[config.mk]
export PLATFORM = sky130hd
export DESIGN_NAME = bsk_ctrl
export DESIGN_NICKNAME = d
export VERILOG_FILES = /design/src/design/bsk_pkg.sv /design/src/design/bsk_ctrl.sv
export SDC_FILE = /design/constraint.sdc
export NUM_CORES = 1
export LEC_CHECK = 0
export CORE_UTILIZATION = 55
export CTS_CLUSTER_SIZE = 14
export DETAILED_ROUTE_END_ITERATION = 16
export DONT_BUFFER_PORTS = 1
export MAX_ROUTING_LAYER = met4
export PLACE_DENSITY = 0.69
export SYNTH_ARGS = -nofsm -noshare
export SYNTH_HDL_FRONTEND = slang
export SYNTH_SLANG_ARGS = --single-unit
[constraint.sdc]
create_clock -name clk -period 5 [get_ports clk]
set_input_delay 0.5 -clock clk [delete_from_list [all_inputs] [get_ports clk]]
set_output_delay 0.5 -clock clk [all_outputs]
set_load 0.1 [all_outputs]
[src/design/bsk_pkg.sv]
`timescale 1ns / 1ps
package bsk_pkg;
  localparam int Clusters = 8;
  localparam int MaxSignatures = 1024;
  localparam int SigBits = 64;
  localparam int AddrW = $clog2(MaxSignatures);
  localparam int CntW = $clog2(MaxSignatures + 1);
  localparam int CluW = 4;
  localparam int DistW = 7;

  typedef enum logic [3:0] {
    ST_LOAD,
    ST_SEED,
    ST_ASSIGN,
    ST_ASSIGN_END,
    ST_UPD_CLEAR,
    ST_UPD_SCAN,
    ST_UPD_WB,
    ST_EMIT
  } state_t;

  // controller -> datapath
  typedef struct packed {
    logic           load;     // write input signature
    logic           clr_set;  // clear count and overflow
    logic           seed;     // copy signature idx to centroid idx
    logic           asg_rd;   // issue read of signature idx for assign
    logic           tally_clr;
    logic           upd_rd;   // issue read of signature idx for update
    logic           upd_wb;   // write majority to centroid cidx
    logic           emit;     // present centroid cidx
    logic [AddrW:0] idx;
    logic [CluW-1:0] cidx;
    logic [CluW:0]  k;
    logic           first;
    logic           last_emit;
  } ctrl_t;

  // datapath -> controller
  typedef struct packed {
    logic [CntW-1:0] count;
    logic            changed;
    logic            busy_pipe;  // reads still in flight
  } stat_t;
endpackage

[src/design/bsk_ctrl.sv]
`timescale 1ns / 1ps
module bsk_ctrl (
  input  logic           clk,
  input  logic           rst_n,
  input  logic           start,
  input  logic           in_last_item,
  input  logic [7:0]     max_passes,
  input  bsk_pkg::stat_t stat,
  output bsk_pkg::ctrl_t ctrl,
  output logic           busy
);
  bsk_pkg::state_t state_r, state_nxt;
  logic [bsk_pkg::AddrW:0] idx_r, idx_nxt;
  logic [bsk_pkg::CluW-1:0] cidx_r, cidx_nxt;
  logic [bsk_pkg::CluW:0] k_r, k_nxt;
  logic [7:0] pass_r, pass_nxt;

  always_ff @(posedge clk) begin
    if (!rst_n) begin
      state_r <= bsk_pkg::ST_LOAD; idx_r <= '0; cidx_r <= '0; k_r <= '0; pass_r <= '0;
    end else begin
      state_r <= state_nxt; idx_r <= idx_nxt; cidx_r <= cidx_nxt;
      k_r <= k_nxt; pass_r <= pass_nxt;
    end
  end

  logic [bsk_pkg::CntW:0] cnt_ld;
  always_comb begin
    state_nxt = state_r; idx_nxt = idx_r; cidx_nxt = cidx_r; k_nxt = k_r; pass_nxt = pass_r;
    ctrl = '0;
    ctrl.idx = idx_r; ctrl.cidx = cidx_r; ctrl.k = k_r;
    ctrl.first = (pass_r == '0);
    busy = 1'b1;
    cnt_ld = '0;
    unique case (state_r)
      bsk_pkg::ST_LOAD: begin
        busy = 1'b0;
        if (start) begin
          ctrl.load = 1'b1;
          if (in_last_item) begin
            cnt_ld = (bsk_pkg::CntW + 1)'(stat.count) +
              ((stat.count < bsk_pkg::CntW'(bsk_pkg::MaxSignatures)) ? 1'b1 : 1'b0);
            k_nxt = (cnt_ld < bsk_pkg::Clusters) ? (bsk_pkg::CluW + 1)'(cnt_ld)
                    : (bsk_pkg::CluW + 1)'(bsk_pkg::Clusters);
            idx_nxt = '0; pass_nxt = '0;
            state_nxt = bsk_pkg::ST_SEED;
          end
        end
      end
      bsk_pkg::ST_SEED: begin
        if (idx_r < (bsk_pkg::AddrW + 1)'(k_r)) begin
          ctrl.seed = 1'b1;
          idx_nxt = idx_r + 1'b1;
        end else if (!stat.busy_pipe) begin
          idx_nxt = '0;
          state_nxt = (max_passes == '0) ? bsk_pkg::ST_EMIT : bsk_pkg::ST_ASSIGN;
          cidx_nxt = '0;
        end
      end
      bsk_pkg::ST_ASSIGN: begin
        ctrl.asg_rd = 1'b1;
        idx_nxt = idx_r + 1'b1;
        if (idx_r + 1'b1 == (bsk_pkg::AddrW + 1)'(stat.count)) state_nxt = bsk_pkg::ST_ASSIGN_END;
      end
      bsk_pkg::ST_ASSIGN_END: begin
        if (!stat.busy_pipe) begin
          cidx_nxt = '0;
          if (stat.changed) state_nxt = bsk_pkg::ST_UPD_CLEAR;
          else state_nxt = bsk_pkg::ST_EMIT;
        end
      end
      bsk_pkg::ST_UPD_CLEAR: begin
        ctrl.tally_clr = 1'b1;
        idx_nxt = '0;
        state_nxt = bsk_pkg::ST_UPD_SCAN;
      end
      bsk_pkg::ST_UPD_SCAN: begin
        ctrl.upd_rd = 1'b1;
        idx_nxt = idx_r + 1'b1;
        if (idx_r + 1'b1 == (bsk_pkg::AddrW + 1)'(stat.count)) state_nxt = bsk_pkg::ST_UPD_WB;
      end
      bsk_pkg::ST_UPD_WB: begin
        if (!stat.busy_pipe) begin
          ctrl.upd_wb = 1'b1;
          idx_nxt = '0;
          if ((bsk_pkg::CluW + 1)'(cidx_r) + 1'b1 == k_r) begin
            cidx_nxt = '0;
            pass_nxt = pass_r + 1'b1;
            state_nxt = (pass_r + 1'b1 == max_passes) ? bsk_pkg::ST_EMIT
                        : bsk_pkg::ST_ASSIGN;
          end else begin
            cidx_nxt = cidx_r + 1'b1;
            state_nxt = bsk_pkg::ST_UPD_CLEAR;
          end
        end
      end
      bsk_pkg::ST_EMIT: begin
        ctrl.emit = 1'b1;
        ctrl.last_emit = ((bsk_pkg::CluW + 1)'(cidx_r) + 1'b1 == k_r);
        if (ctrl.last_emit) begin
          ctrl.clr_set = 1'b1;
          cidx_nxt = '0; pass_nxt = '0;
          state_nxt = bsk_pkg::ST_LOAD;
        end else cidx_nxt = cidx_r + 1'b1;
      end
      default: state_nxt = bsk_pkg::ST_LOAD;
    endcase
  end
endmodule

==> results.md <==
* Max FO, Critical Path at 8
* TritonCTS clock tree: done
* Crit-path cells: and4b_1, a22oi_1, a2111o_1, nor2_4, buf_4
* Violated checks: DRC
* Share of the yosys chip area belonging to registers at 0.235
* Crit Path Class: flip-flop to output port
* Final Setup Violations at 0
* Post-route ant nets at 0
* Max_slew headroom at 0.203
* # rows at 24
* Fin crit period at 3.45 ns
* WL final at 6.94 mm
* Hold path startpoint: rst_n
* Synth area leaders: dfxtp_1 (23%), nand2_1 (5.1%), o21ai_0 (4.9%)
* Status: finished with violations
* Router iterations before antenna repair at 11
* Post-Synth Simple-Gate Area at 0.319
* Die X at 71.3 um
* Clock sink total at 31
* Clock Path Buffers at 2
* DR vias/cell at 6.39
* Routability cong. at 0.904
* Routed len/inst at 16.4 um
* Max-slew violations at 0
* Worst Path Required at 4.50 ns
* Top delay family on crit path: flip-flops
* CTS Buf Count at 5
* Synth Instances at 367
* Top Ports at 56
* Worst hold path type: input pin to flip-flop
* Critical R2R Launch: cidx_r[3]
* Post-CTS Hold Buffers at 0
* Hold path cells at 1
* Ys flop type: dfxtp_1
* CP max stage delay at 1.04 ns
* Setup crit start kind: flip-flop
* Setup TNS at 0 ns
* Max Freq at 290 MHz
* Diodes inserted at 0
* Mapped cell area at 0.00264 sq mm
* Max-cap violations at 0
* Ys async rst share at 0
* Final hold violation count at 0
* Worst path bufs/invs at 1
* Critical Path Slowest Stage Cell: dfxtp_1
* Post-Synth Adder-Cell Area at 0.0473
* RSZ-0062 raised after global routing: false
* Most frequent cells in the layout: nand2_1 (36), nor2_1 (31), dfxtp_1 (31)
* Share of layout cells above drive strength 1 at 0.116
* Fraction of the mapped netlist area in compound gates at 0.247
* H-tree depth at 2
* Post-synth EDFFs at 0
* Layout fillers at 403
* Layout Skew at 0.00792 ns
* Clock Latency Late Sink at 0.28 ns
* R2R cell count at 7
* Reg2Reg Capture Point: pass_r[2]
* Initial antenna violation count at 0
* Post-CTS Setup Inserts at 0
* Seq. cell area at 621 sq um
* Die area at 0.00509 sq mm
* Drt drc at 5
* Most common cell after layout, fill and taps aside: nand2_1
* Worst EP arrival at 2.95 ns
* Dpl hpwl at 5.25 mm
* Mux cell area share after synthesis at 0.0204
* Largest area contributor in the synthesized netlist: dfxtp_1
* Largest family of logic cells by synthesized area: simple AND/OR/NAND/NOR gates
* Power Total at 0.939 mW
* Layout area overhead at 11.9%
* Core area at 0.00447 sq mm
* Yosys warnings at 0
* CTS-repair resized insts at 0
* Top-area cell type share of the netlist area at 0.235
* Leakage at 1.12 nW
* Post-Syn Nets at 402
* Remaining global-route overflow at 0
* Peak supply drop at 0.244 mV
* Crit path capture type: output port
* Via count at 2703
* Synth Area in XOR/XNOR at 0.0762
* Total track usage at 0.291
* Flop2flop setup slack at 1.68 ns
* Port bufs at 0
* Iteration-0 DRC Markers at 215
* Multi-input gate area at 0.00192 sq mm
* Clock root buffer: clkbuf_8
* Effective utilization at floorplan at 0.591
* Number of global-route vias before repair at 2508
* Largest net degree at the start of global routing at 26
* Yosys cell types at 57
* Hold Crit Endpoint: cidx_r[3]
* FF+latch count, synth at 31
* Clock Pin Slew Worst Setup and Hold Paths at 0.06 ns
* Syn_area_per_cell at 7.20 sq um
* First-pass GRT wire length at 11.4 mm
* Cell Pwr Density at 318 mW/mm^2
* Period utilization at 0.691
* Chip Height at 71.3 um
* Tightest Pin Transition at 1.19 ns
* Final net count at 406
-- cells by family after synthesis --
family | Yosys count
and+or+nand+nor | 161
muxes | 5
xor gates and xnor gates | 23
DFF | 31
buffers and inverters | 37
AOI/OAI and AO/OA | 100
adders and majority gates | 10
-- through the flow --
| stage | std cells | hold slack [ns] | util | instance area (sq um) | setup WS [ns] |
|---|---|---|---|---|---|
| floorplan | 367 | 0.469 | - | 2650 | 0.502 |
| global placement | 416 | 0.508 | 0.641 | 2870 | 1.80 |
| detailed placement | 416 | 0.507 | 0.641 | 2870 | 1.72 |
| CTS | 423 | 0.333 | 0.661 | 2960 | 1.55 |
| global route | 423 | 0.340 | 0.661 | 2960 | 1.46 |
| finish | 423 | 0.339 | 0.661 | 2960 | 1.55 |
-- worst register-to-register path, stage by stage (launching register included) --
cell and delay [ns]:
dfxtp_1 1.04, and4b_1 0.32, a22oi_1 0.10, a2111o_1 0.62, o31a_4 0.43, nand2b_4 0.18
or3b_1 0.39, a21oi_1 0.16
-- routing by layer --
layer	share of wire	wire length, um	GRT usage	vias up
met5	0	0	-	-
met4	0.012	85	0.0889	0
met3	0.067	465	0.0450	9
met2	0.49	3420	0.492	93
met1	0.43	2970	0.357	1253
li1	-	-	-	1348
-- Yosys cell counts, drive strengths merged (8+ instances only) --
library cell / instances
ha: 10
and3: 8
inv: 17
xnor2: 14
nor3: 8
clkbuf: 16
xor2: 9
or3: 16
nand2: 36
nor2: 33
o21ai: 26
nand3: 20
a21oi: 25
dfxtp: 31
-- power by group --
| part | internal [mW] | switching (mW) | leakage, nW |
|---|---|---|---|
| clock network | 0.108 | 0.0910 | 0.0470 |
| logic | 0.124 | 0.302 | 0.825 |
| registers | 0.260 | 0.0542 | 0.250 |
| total | 0.492 | 0.447 | 1.12 |
-- registers in the layout, summed over array words and instances, names as in the netlist --
signal   cells
cidx_r       4
k_r          5
idx_r       11
pass_r       8
state_r      3
-- worst max path at each step --
| stage | slack (ns) | start | cells after the start | endpoint |
|---|---|---|---|---|
| floorplan | 0.50 | cidx_r[0] | 6 | ctrl[28] |
| global placement | 1.80 | cidx_r[3] | 7 | pass_r[2] |
| detailed placement | 1.72 | cidx_r[3] | 7 | pass_r[2] |
| CTS | 1.55 | cidx_r[3] | 5 | ctrl[0] |
| global route | 1.46 | cidx_r[3] | 5 | ctrl[0] |
| finish | 1.55 | cidx_r[3] | 5 | ctrl[0] |
-- layout make-up --
type                       count  share of cell area
inverter                      17              0.0216
timing repair buffer          17              0.0668
clock inverter                 1             0.00169
tap                           52              0.0220
clock buffer                   6              0.0279
multi-input combinational    299               0.650
sequential                    31               0.210
Power figures use the tool's default switching activity.
